$ cat config.mk
export PLATFORM = sky130hd
export DESIGN_NAME = rgb_to_hsl_pixel
export DESIGN_NICKNAME = d
export VERILOG_FILES = /design/src/hdl/rthsl_pkg.sv /design/src/hdl/rthsl_prep.sv /design/src/hdl/rthsl_cell.sv /design/src/hdl/rgb_to_hsl_pixel.sv
export SDC_FILE = /design/constraint.sdc
export NUM_CORES = 2
export LEC_CHECK = 0
export ABC_AREA = 1
export BUFFER_PORTS_ARGS = -buffer_cell sky130_fd_sc_hd__buf_4
export CORE_MARGIN = 4
export CORE_UTILIZATION = 40
export CTS_BUF_LIST = sky130_fd_sc_hd__clkbuf_2 sky130_fd_sc_hd__clkbuf_4 sky130_fd_sc_hd__clkbuf_8
export CTS_CLUSTER_SIZE = 20
export DETAILED_ROUTE_END_ITERATION = 16
export PLACE_DENSITY = 0.6
export SLEW_MARGIN = 0
export SYNTH_ARGS = -nofsm -noshare
export SYNTH_HDL_FRONTEND = slang
export SYNTH_SLANG_ARGS = --single-unit
$ cat constraint.sdc
create_clock -name clk -period 25.5 [get_ports clk]
set_input_delay 5.1 -clock clk [delete_from_list [all_inputs] [get_ports clk]]
set_output_delay 5.1 -clock clk [all_outputs]
set_load 0.1 [all_outputs]
$ cat src/hdl/rthsl_pkg.sv
// Shared widths, lane codes and constants for the RGB to HSL pixel converter.
`default_nettype none
package rthsl_pkg;

  localparam int unsigned CH_W = 8;
  localparam int unsigned DEN_W = 12;
  localparam int unsigned OUT_W = 16;
  localparam int unsigned LANES = 4;
  localparam int unsigned IN_DATA_W = 32;
  localparam int unsigned OUT_DATA_W = 64;

  localparam int unsigned LANE_HUE = 0;
  localparam int unsigned LANE_SAT = 1;
  localparam int unsigned LANE_LIGHT = 2;
  localparam int unsigned LANE_ALPHA = 3;

  localparam logic [DEN_W-1:0] CH_MAX = DEN_W'(255);
  localparam logic [DEN_W-1:0] LIGHT_DEN = DEN_W'(510);

endpackage
`default_nettype wire

$ cat src/hdl/rthsl_prep.sv
// Input stage: channel extremes and the dividend and divisor of every quotient lane.
`default_nettype none
module rthsl_prep #(
  parameter int unsigned FRACTION_BITS = 16
) (
  input  wire logic                                             clk,
  input  wire logic                                             rst_n,
  input  wire logic                                             s_valid,
  output logic                                                  s_ready,
  input  wire logic [rthsl_pkg::CH_W-1:0]                       red,
  input  wire logic [rthsl_pkg::CH_W-1:0]                       green,
  input  wire logic [rthsl_pkg::CH_W-1:0]                       blue,
  input  wire logic [rthsl_pkg::CH_W-1:0]                       alpha,
  output logic                                                  m_valid,
  input  wire logic                                             m_ready,
  output logic [rthsl_pkg::LANES-1:0][rthsl_pkg::DEN_W-1:0]     m_rem,
  output logic [rthsl_pkg::LANES-1:0][FRACTION_BITS-1:0]        m_wq,
  output logic [rthsl_pkg::LANES-1:0][rthsl_pkg::DEN_W-1:0]     m_div
);

  localparam int unsigned DW = rthsl_pkg::DEN_W;
  localparam int unsigned NW = FRACTION_BITS + DW;

  logic                          valid_r;
  logic [rthsl_pkg::LANES-1:0][DW-1:0]            rem_r;
  logic [rthsl_pkg::LANES-1:0][FRACTION_BITS-1:0] wq_r;
  logic [rthsl_pkg::LANES-1:0][DW-1:0]            div_r;
  logic [rthsl_pkg::LANES-1:0][DW-1:0]            rem_nxt;
  logic [rthsl_pkg::LANES-1:0][FRACTION_BITS-1:0] wq_nxt;
  logic [rthsl_pkg::LANES-1:0][DW-1:0]            div_nxt;

  logic [rthsl_pkg::CH_W-1:0] hi;
  logic [rthsl_pkg::CH_W-1:0] lo;
  logic [DW-1:0]              r_x;
  logic [DW-1:0]              g_x;
  logic [DW-1:0]              b_x;
  logic [DW-1:0]              sum;
  logic [DW-1:0]              spread;
  logic [DW-1:0]              six_spread;
  logic [DW-1:0]              hue_num;
  logic [rthsl_pkg::LANES-1:0][DW-1:0] num;
  logic [rthsl_pkg::LANES-1:0][DW-1:0] den;
  logic [rthsl_pkg::LANES-1:0][NW-1:0] dividend;

  assign s_ready = !valid_r || m_ready;
  assign m_valid = valid_r;
  assign m_rem   = rem_r;
  assign m_wq    = wq_r;
  assign m_div   = div_r;

  always_comb begin
    hi = red;
    if (green > hi) begin
      hi = green;
    end
    if (blue > hi) begin
      hi = blue;
    end
    lo = red;
    if (green < lo) begin
      lo = green;
    end
    if (blue < lo) begin
      lo = blue;
    end

    r_x        = DW'(red);
    g_x        = DW'(green);
    b_x        = DW'(blue);
    sum        = DW'(hi) + DW'(lo);
    spread     = DW'(hi) - DW'(lo);
    six_spread = (spread << 2) + (spread << 1);

    // Hue numerator in sixths of a turn; the sums never leave the 12-bit range.
    if (r_x > g_x && r_x > b_x) begin
      if (g_x < b_x) begin
        hue_num = six_spread - (b_x - g_x);
      end else begin
        hue_num = g_x - b_x;
      end
    end else if (g_x > b_x) begin
      hue_num = (spread << 1) + b_x - r_x;
    end else begin
      hue_num = (spread << 2) + r_x - g_x;
    end

    // A grey pixel divides zero by one, which gives zero hue and saturation.
    if (spread == '0) begin
      num[rthsl_pkg::LANE_HUE] = '0;
      den[rthsl_pkg::LANE_HUE] = DW'(1);
      num[rthsl_pkg::LANE_SAT] = '0;
      den[rthsl_pkg::LANE_SAT] = DW'(1);
    end else begin
      num[rthsl_pkg::LANE_HUE] = hue_num;
      den[rthsl_pkg::LANE_HUE] = six_spread;
      num[rthsl_pkg::LANE_SAT] = spread;
      if (sum > rthsl_pkg::CH_MAX) begin
        den[rthsl_pkg::LANE_SAT] = rthsl_pkg::LIGHT_DEN - sum;
      end else begin
        den[rthsl_pkg::LANE_SAT] = sum;
      end
    end
    num[rthsl_pkg::LANE_LIGHT] = sum;
    den[rthsl_pkg::LANE_LIGHT] = rthsl_pkg::LIGHT_DEN;
    num[rthsl_pkg::LANE_ALPHA] = DW'(alpha);
    den[rthsl_pkg::LANE_ALPHA] = rthsl_pkg::CH_MAX;

    // Rounded quotient: floor((2*num*scale + den) / (2*den)), scale = 2^F - 1.
    for (int unsigned i = 0; i < rthsl_pkg::LANES; i++) begin
      dividend[i] = (NW'(num[i]) << (FRACTION_BITS + 1)) - (NW'(num[i]) << 1)
                    + NW'(den[i]);
      rem_nxt[i]  = dividend[i][NW-1:FRACTION_BITS];
      wq_nxt[i]   = dividend[i][FRACTION_BITS-1:0];
      div_nxt[i]  = den[i] << 1;
    end
  end

  always_ff @(posedge clk) begin
    if (!rst_n) begin
      valid_r <= 1'b0;
    end else if (s_ready) begin
      valid_r <= s_valid;
    end
  end

  always_ff @(posedge clk) begin
    if (s_valid && s_ready) begin
      rem_r <= rem_nxt;
      wq_r  <= wq_nxt;
      div_r <= div_nxt;
    end
  end

endmodule
`default_nettype wire

$ cat src/hdl/rthsl_cell.sv
// Divider cell: resolves one quotient bit in each lane and hands the beat on.
`default_nettype none
module rthsl_cell #(
  parameter int unsigned FRACTION_BITS = 16
) (
  input  wire logic                                             clk,
  input  wire logic                                             rst_n,
  input  wire logic                                             s_valid,
  output logic                                                  s_ready,
  input  wire logic [rthsl_pkg::LANES-1:0][rthsl_pkg::DEN_W-1:0] s_rem,
  input  wire logic [rthsl_pkg::LANES-1:0][FRACTION_BITS-1:0]    s_wq,
  input  wire logic [rthsl_pkg::LANES-1:0][rthsl_pkg::DEN_W-1:0] s_div,
  output logic                                                  m_valid,
  input  wire logic                                             m_ready,
  output logic [rthsl_pkg::LANES-1:0][rthsl_pkg::DEN_W-1:0]     m_rem,
  output logic [rthsl_pkg::LANES-1:0][FRACTION_BITS-1:0]        m_wq,
  output logic [rthsl_pkg::LANES-1:0][rthsl_pkg::DEN_W-1:0]     m_div
);

  localparam int unsigned DW = rthsl_pkg::DEN_W;

  logic                                           valid_r;
  logic [rthsl_pkg::LANES-1:0][DW-1:0]            rem_r;
  logic [rthsl_pkg::LANES-1:0][FRACTION_BITS-1:0] wq_r;
  logic [rthsl_pkg::LANES-1:0][DW-1:0]            div_r;
  logic [rthsl_pkg::LANES-1:0][DW-1:0]            rem_nxt;
  logic [rthsl_pkg::LANES-1:0][FRACTION_BITS-1:0] wq_nxt;
  logic [rthsl_pkg::LANES-1:0][DW:0]              trial;
  logic [rthsl_pkg::LANES-1:0]                    fits;

  assign s_ready = !valid_r || m_ready;
  assign m_valid = valid_r;
  assign m_rem   = rem_r;
  assign m_wq    = wq_r;
  assign m_div   = div_r;

  // Restoring step: the next dividend bit leaves the top of wq, the quotient
  // bit enters at its bottom.
  always_comb begin
    for (int unsigned i = 0; i < rthsl_pkg::LANES; i++) begin
      trial[i]   = {s_rem[i], s_wq[i][FRACTION_BITS-1]};
      fits[i]    = trial[i] >= {1'b0, s_div[i]};
      rem_nxt[i] = fits[i] ? DW'(trial[i] - {1'b0, s_div[i]}) : DW'(trial[i]);
      wq_nxt[i]  = {s_wq[i][FRACTION_BITS-2:0], fits[i]};
    end
  end

  always_ff @(posedge clk) begin
    if (!rst_n) begin
      valid_r <= 1'b0;
    end else if (s_ready) begin
      valid_r <= s_valid;
    end
  end

  always_ff @(posedge clk) begin
    if (s_valid && s_ready) begin
      rem_r <= rem_nxt;
      wq_r  <= wq_nxt;
      div_r <= s_div;
    end
  end

endmodule
`default_nettype wire

$ cat src/hdl/rgb_to_hsl_pixel.sv
// Top level of the RGBA to HSL pixel converter.
//
// Converts one RGBA pixel per clock, unless the output stalls, into hue,
// saturation, lightness and alpha as rounded unsigned fractions of
// 2^FRACTION_BITS - 1 (hue wraps a full turn to zero, outputs keep their low
// 16 bits). Every pixel passes one input stage that finds the channel extremes
// and forms the four dividends, then a row of FRACTION_BITS divider cells, each
// settling one quotient bit of all four lanes. A new beat is taken every cycle
// unless the output stalls; each stage holds its beat while the next one cannot
// take it, so idle stages fill up under output stalls and the last cell serves
// as the output register.
`default_nettype none
module rgb_to_hsl_pixel #(
  parameter int unsigned FRACTION_BITS = 16
) (
  input  wire logic                                clk,
  input  wire logic                                rst_n,
  input  wire logic                                in_tvalid,
  output logic                                     in_tready,
  // Fields from bit 0 up: red, green, blue, alpha.
  input  wire logic [rthsl_pkg::IN_DATA_W-1:0]     in_tdata,
  output logic                                     out_tvalid,
  input  wire logic                                out_tready,
  // Fields from bit 0 up: hue, saturation, lightness, alpha_fraction.
  output logic [rthsl_pkg::OUT_DATA_W-1:0]         out_tdata
);

  localparam int unsigned DW = rthsl_pkg::DEN_W;
  localparam int unsigned CW = rthsl_pkg::CH_W;
  localparam int unsigned OW = rthsl_pkg::OUT_W;

  logic [FRACTION_BITS:0]                                            valid_c;
  logic [FRACTION_BITS:0]                                            ready_c;
  logic [FRACTION_BITS:0][rthsl_pkg::LANES-1:0][DW-1:0]              rem_c;
  logic [FRACTION_BITS:0][rthsl_pkg::LANES-1:0][FRACTION_BITS-1:0]   wq_c;
  logic [FRACTION_BITS:0][rthsl_pkg::LANES-1:0][DW-1:0]              div_c;
  logic [rthsl_pkg::LANES-1:0][FRACTION_BITS-1:0]                    quot;
  logic [rthsl_pkg::LANES-1:0][OW-1:0]                               field;

  rthsl_prep #(
    .FRACTION_BITS(FRACTION_BITS)
  ) u_prep (
    .clk     (clk),
    .rst_n   (rst_n),
    .s_valid (in_tvalid),
    .s_ready (in_tready),
    .red     (in_tdata[CW-1:0]),
    .green   (in_tdata[2*CW-1:CW]),
    .blue    (in_tdata[3*CW-1:2*CW]),
    .alpha   (in_tdata[4*CW-1:3*CW]),
    .m_valid (valid_c[0]),
    .m_ready (ready_c[0]),
    .m_rem   (rem_c[0]),
    .m_wq    (wq_c[0]),
    .m_div   (div_c[0])
  );

  for (genvar k = 0; k < FRACTION_BITS; k++) begin : g_cell
    rthsl_cell #(
      .FRACTION_BITS(FRACTION_BITS)
    ) u_cell (
      .clk     (clk),
      .rst_n   (rst_n),
      .s_valid (valid_c[k]),
      .s_ready (ready_c[k]),
      .s_rem   (rem_c[k]),
      .s_wq    (wq_c[k]),
      .s_div   (div_c[k]),
      .m_valid (valid_c[k+1]),
      .m_ready (ready_c[k+1]),
      .m_rem   (rem_c[k+1]),
      .m_wq    (wq_c[k+1]),
      .m_div   (div_c[k+1])
    );
  end

  assign ready_c[FRACTION_BITS] = out_tready;
  assign out_tvalid = valid_c[FRACTION_BITS];

  // A hue of exactly one full turn wraps to zero.
  always_comb begin
    quot = wq_c[FRACTION_BITS];
    if (quot[rthsl_pkg::LANE_HUE] == {FRACTION_BITS{1'b1}}) begin
      quot[rthsl_pkg::LANE_HUE] = '0;
    end
  end

  for (genvar i = 0; i < rthsl_pkg::LANES; i++) begin : g_field
    if (FRACTION_BITS >= OW) begin : g_cut
      assign field[i] = quot[i][OW-1:0];
    end else begin : g_ext
      assign field[i] = {{(OW-FRACTION_BITS){1'b0}}, quot[i]};
    end
  end

  assign out_tdata = {field[rthsl_pkg::LANE_ALPHA], field[rthsl_pkg::LANE_LIGHT],
                      field[rthsl_pkg::LANE_SAT], field[rthsl_pkg::LANE_HUE]};

endmodule
`default_nettype wire

* Yosys cells after proc, flatten, opt, wreduce, memory -nomap -nowiden
Cells that the tools add are included.
** Storage, ports and cells
- Register bits after elaboration :: 2225
- Output and inout bits :: 66
** Operators by class
- Magnitude comparators :: 73
- Mux-type cells :: 71
- $add $sub $neg :: 79
- Reduce and logical (&&, ||, !) cells :: 53
- Eq/ne operators :: 1
** Operators by type and width (count)
- $mux W12 :: 64
- $ge A13 B12 Y1 :: 32
- $sub A12 B12 Y12 :: 31
- $ge A13 B10 Y1 const B :: 16
- $ge A13 B9 Y1 const B :: 16
- $sub A12 B10 Y12 const B :: 15
- $sub A12 B9 Y12 const B :: 15
- $sub A28 B13 Y28 :: 3
- $add A28 B12 Y28 :: 2
- $mux W24 :: 2
- $gt A8 B8 Y1 :: 5
- $mux W8 :: 4
- $add A28 B8 Y28 const B :: 1
- $add A28 B9 Y28 const B :: 1
- $sub A8 B8 Y9 :: 3
- $sub A25 B9 Y26 :: 1
- $add A12 B8 Y12 :: 2
- $lt A8 B8 Y1 :: 3
- $sub A12 B8 Y12 :: 2
- $logic_and A1 B1 Y1 :: 18
- $logic_not A1 Y1 :: 17
- $logic_or A1 B1 Y1 :: 17
- $eq A16 B16 Y1 const B :: 1
- $mux W16 :: 1
- 5 further kinds :: 5

* Longest topological paths before layout
- Depth in word-level cells :: 19
- Depth in mapped cells :: 62
- Depth with buffers taken out :: 60

* Modules after synthesis
A second synthesis with hierarchy kept.
** Second synthesis, totals
- Cells, all modules :: 16309
- Area, all modules :: 153046.8 um^2
** By module, submodules not included
- rthsl_cell :: area an instance 8738.4 um^2, seq. area each 4824.6 um^2, cells each 910, times used 16
- rthsl_prep :: area an instance 13037.5 um^2, seq. area each 3863.7 um^2, cells each 1701, times used 1
- rgb_to_hsl_pixel :: area an instance 195.2 um^2, seq. area each 0.0 um^2, cells each 48, times used 1

* Worst setup path after synthesis
No wires, ideal clock.
- Path type :: input -> register
- From :: input out_tready
- To :: register u_prep.div_r, in the netlist u_prep.m_div[10] (enable)
- Data arrival time :: 12269 ps
- Required time :: 24803 ps
- Setup time :: 697 ps
- Slack :: 12534 ps
- Path buffers :: 0
- Stages on the path :: 14
- Path through :: nor2_4 nand4_2 nor2_2 nand2_1 nor2_1 nand2_1 nor2_2 nand2_1 nor2_2 nand2_1 nor2_2 nand2_2 nor2_4 a31oi_1
** Between the ends
- Longest elaborated chain between the ends :: 18
** RTL lines
- start: declaration :: line rgb_to_hsl_pixel.sv:23 : input wire logic out_tready,
- $logic_or A1 B1 Y1 (16 in a row) :: line rthsl_cell.sv:31 : assign s_ready = !valid_r || m_ready;
- $logic_or A1 B1 Y1 :: line rthsl_prep.sv:45 : assign s_ready = !valid_r || m_ready;
- $logic_and A1 B1 Y1 :: line rthsl_prep.sv:127 : if (s_valid && s_ready) begin
- end signal: assignment :: line rthsl_prep.sv:130 : div_r <= div_nxt;
- end: declaration :: line rthsl_prep.sv:27 : logic [rthsl_pkg::LANES-1:0][DW-1:0] div_r;
No other way between the ends.
A chain may end at the register's enable or synchronous reset.

==> impl_metrics.env <==
export IMPL_skew_ns=0.06532
export IMPL_die_w_um=501.9
export IMPL_setup_tns_ns=0
export IMPL_gp_congestion=0.8750
export IMPL_drive_gt1_share_pct=8.942
export IMPL_maxSlewViolCount=0
export IMPL_power_density_nw_per_um2=89.67
export IMPL_crit_path_frequent_cell="nand2_1"
export IMPL_power_leakage_nw=41.74
export IMPL_antenna_found_initial=3
export IMPL_cp_startpoint="in_tdata[7]"
export IMPL_cp_slowest_stage_delay_ns=0.65
export IMPL_htree_levels=5
export IMPL_synth_most_common_cell="edfxtp_1"
export IMPL_vias_per_cell=4.682
export IMPL_synth_cell_types=60
export IMPL_io_pins=102
export IMPL_start_util_pct=40.15
export IMPL_drtPass1Iterations=6
export IMPL_endpoint_kind="register"
export IMPL_insertion_delay_ns=1.00
export IMPL_fin_crit_sh_pct=52.80
export IMPL_grt_overflow=0
export IMPL_seq_area_um2=64690
export IMPL_netlist_top_cells_count="edfxtp_1 (2143), nand2_1 (1023), inv_1 (1015)"
export IMPL_r2r_cells=19
export IMPL_port_buffers=101
export IMPL_die_area_um2=251900
export IMPL_cts_buffers=351
export IMPL_finalCriticalPeriod_ns=13.46
export IMPL_chipHeight_um=501.9
export IMPL_core_um2=243000
export IMPL_drc=0
export IMPL_r2r_start="g_cell[15].u_cell.m_valid$_SDFFE_PN0P_"
export IMPL_worstPathRequired_ns=26.25
export IMPL_drt_initial_drc_count=2884
export IMPL_critical_path_class="primary input to register"
export IMPL_post_cts_resized=0
export IMPL_fillerInstances=21688
export IMPL_ys_flop_type="edfxtp_1"
export IMPL_setup_viol=0
export IMPL_cpMaxStageDelayCell="o21ai_1"
export IMPL_drv_cap=0
export IMPL_cts_setup_buffers=0
export IMPL_hold_class="register to register"
export IMPL_fmax_ghz=0.07428
export IMPL_dp_cells=11059
export IMPL_synth_seq_area_share_pct=66.30
export IMPL_syn_area_um2=97570
export IMPL_ys_ff_latch=2160
export IMPL_relSlewSlack_pct=24.54
export IMPL_grt_pass1_wl_um=274100
export IMPL_nets=8817
export IMPL_tightest_slew_ns=1.123
export IMPL_final_util_pct=44.69
export IMPL_synthCells=7848
export IMPL_track_usage_pct=13.15
export IMPL_multiInputGateArea_um2=28370
export IMPL_ctsHoldBuffers=0
export IMPL_synth_top_cell_area_share_pct=65.95
export IMPL_cts_tree="built"
export IMPL_finalNonFillerCells=11670
export IMPL_ys_top_cells_by_area="edfxtp_1 (66%), ha_1 (6.7%), nand2_1 (3.9%)"
export IMPL_start_kind="primary input"
export IMPL_hpwl_um=121200
export IMPL_clock_sinks=2160
export IMPL_final_antenna_net_count=0
export IMPL_cp_arrival_ns=14.21
export IMPL_synth_edf_count=2143
export IMPL_grt_start_max_net_pins=111
export IMPL_ys_warn_count=0
export IMPL_grt_pass1_vias=55498
export IMPL_drt_total_wl_um=164500
export IMPL_post_synth_top_area_cell="edfxtp_1"
export IMPL_rsz0062_at_grt="no"
export IMPL_cts_clk_slew_worst_paths_ns=0.06
export IMPL_ir_worst_vdd_uv=157.3
export IMPL_hold_viol=0
export IMPL_vias=54639
export IMPL_syn_mean_instance_area_um2=12.43
export IMPL_row_count=181
export IMPL_cp_max_fo=18
export IMPL_area_growth_pct=11.29
export IMPL_status="finished clean"
export IMPL_async_flop_share_pct=0
export IMPL_clockBufferDepth=4
export IMPL_endpoint="u_prep.m_rem[7]$_DFFE_PP_"
export IMPL_r2r_slack_ns=21.34
export IMPL_rr_endpoint="g_cell[1].u_cell.m_div[9]$_DFFE_PP_"
export IMPL_detail_route_wl_per_cell_um=14.09
export IMPL_cts_root_buf="clkbuf_8"
per-layer routing:
metal  vias to the layer above  wire length, µm  share of wire [%]  global-route usage (%)
met4                         2             5054                3.1                   5.004
met2                       938            80940                 49                   22.82
met5                         -               13             0.0079                       0
met1                     25281            71930                 44                   16.27
li1                      28052                -                  -                       -
met3                       366             6512                4.0                   2.474
logic make-up (layout without fill, tap and decap cells):
kind of cell / Yosys count / in the layout / synth area share (%)
adder cells (fa/ha/maj): 571 / 571 / 7.715
XOR/XNOR: 577 / 577 / 5.199
AO/OA/AOI/OAI: 1056 / 1056 / 5.891
AND/OR/NAND/NOR: 2328 / 2328 / 10.16
buffers and inverters: 1154 / 1770 / 4.719
multiplexers: 1 / 1 / 0.01154
flip-flops: 2160 / 2160 / 66.30
other: 1 / 5 / 0.003843
worst min path at each step:
stage	end	slack, ns	startpoint	depth (start not counted)
after global placement	g_cell[10].u_cell.m_wq[25]$_DFFE_PP_	0.40	g_cell[9].u_cell.m_wq[24]$_DFFE_PP_	0
after global routing	g_cell[10].u_cell.m_wq[19]$_DFFE_PP_	0.39	g_cell[9].u_cell.m_wq[18]$_DFFE_PP_	0
after floorplan	g_cell[0].u_cell.m_wq[10]$_DFFE_PP_	0.40	u_prep.m_wq[9]$_DFFE_PP_	0
after detailed placement	g_cell[0].u_cell.m_wq[43]$_DFFE_PP_	0.40	u_prep.m_wq[42]$_DFFE_PP_	0
final	g_cell[10].u_cell.m_wq[19]$_DFFE_PP_	0.39	g_cell[9].u_cell.m_wq[18]$_DFFE_PP_	0
after CTS	g_cell[12].u_cell.m_wq[8]$_DFFE_PP_	0.38	g_cell[11].u_cell.m_wq[7]$_DFFE_PP_	0
power breakdown:
part	internal [W]	switching, W	total, W
sequential	0.00420	0.0000859	0.00429
clock	0.00155	0.00126	0.00281
combinational	0.000938	0.00170	0.00264
total	0.00670	0.00304	0.00974
final cells by class:
| type | instances | area share (%) |
|---|---|---|
| Clock buffer | 459 | 5.213 |
| Antenna cell | 2 | 0.004609 |
| Sequential cell | 2160 | 59.58 |
| Inverter | 1028 | 3.574 |
| Clock inverter | 150 | 0.8815 |
| Tap cell | 3202 | 3.690 |
| Timing Repair Buffer | 133 | 0.9310 |
| Multi-Input combinational cell | 4536 | 26.13 |
through the flow:
stage / worst slack, ns / instance area, µm² / total power, W / hold slack (ns)
floorplan: 12.53 / 97580 / 0.006285 / 0.4003
global placement: 11.06 / 102000 / 0.006933 / 0.4002
detailed placement: 11.01 / 102000 / 0.006974 / 0.4045
CTS: 12.16 / 108600 / 0.009844 / 0.3807
global route: 11.07 / 108600 / 0.01038 / 0.3867
finish: 12.04 / 108600 / 0.009737 / 0.3908
flip-flops by register name, summed over array words and instances, names as in the netlist:
register and count:
g_cell.u_cell.m_wq 992, u_prep.m_rem 48, g_cell.u_cell.m_div 302, u_prep.m_valid 1, g_cell.u_cell.m_valid 16, u_prep.m_wq 62
u_prep.m_div 20, g_cell.u_cell.m_rem 719
cells in the final DEF (no fill, tap or decap), types with 7 or more instances in the layout:
cell type / synthesis / layout
xnor2_1: 231 / 231
clkbuf_4: 0 / 105
nand3_1: 256 / 256
inv_1: 1015 / 1007
nand2_2: 16 / 16
clkbuf_8: 0 / 354
bufinv_16: 0 / 11
nor2_1: 691 / 686
a311oi_1: 16 / 16
a21o_1: 26 / 26
clkinv_2: 0 / 39
dfxtp_1: 17 / 17
fa_1: 51 / 51
a21oi_1: 643 / 640
nand3b_1: 21 / 21
inv_4: 1 / 9
nor2_4: 7 / 12
nor4_1: 16 / 15
inv_2: 9 / 9
or2_2: 17 / 17
a211oi_1: 7 / 7
nand2_1: 1023 / 1023
a31oi_1: 13 / 12
xor2_1: 345 / 345
clkinv_1: 3 / 92
o21bai_1: 39 / 39
a2111oi_0: 14 / 14
buf_4: 51 / 132
edfxtp_1: 2143 / 2143
o21ai_0: 246 / 246
o211ai_1: 23 / 23
nand4_1: 74 / 74
nor3_1: 171 / 171
ha_1: 520 / 520
nor2_2: 8 / 8
nand3_2: 10 / 10
critical path, delay by kind of cell:
| family | cells | cell delay [ns] |
|---|---|---|
| AO/OA/AOI/OAI | 10 | 2.57 |
| XOR/XNOR | 1 | 0.13 |
| adder cells (fa/ha/maj) | 7 | 2.50 |
| buffers and inverters | 8 | 1.01 |
| AND/OR/NAND/NOR | 27 | 2.84 |
(Power assumes the default switching activity.)
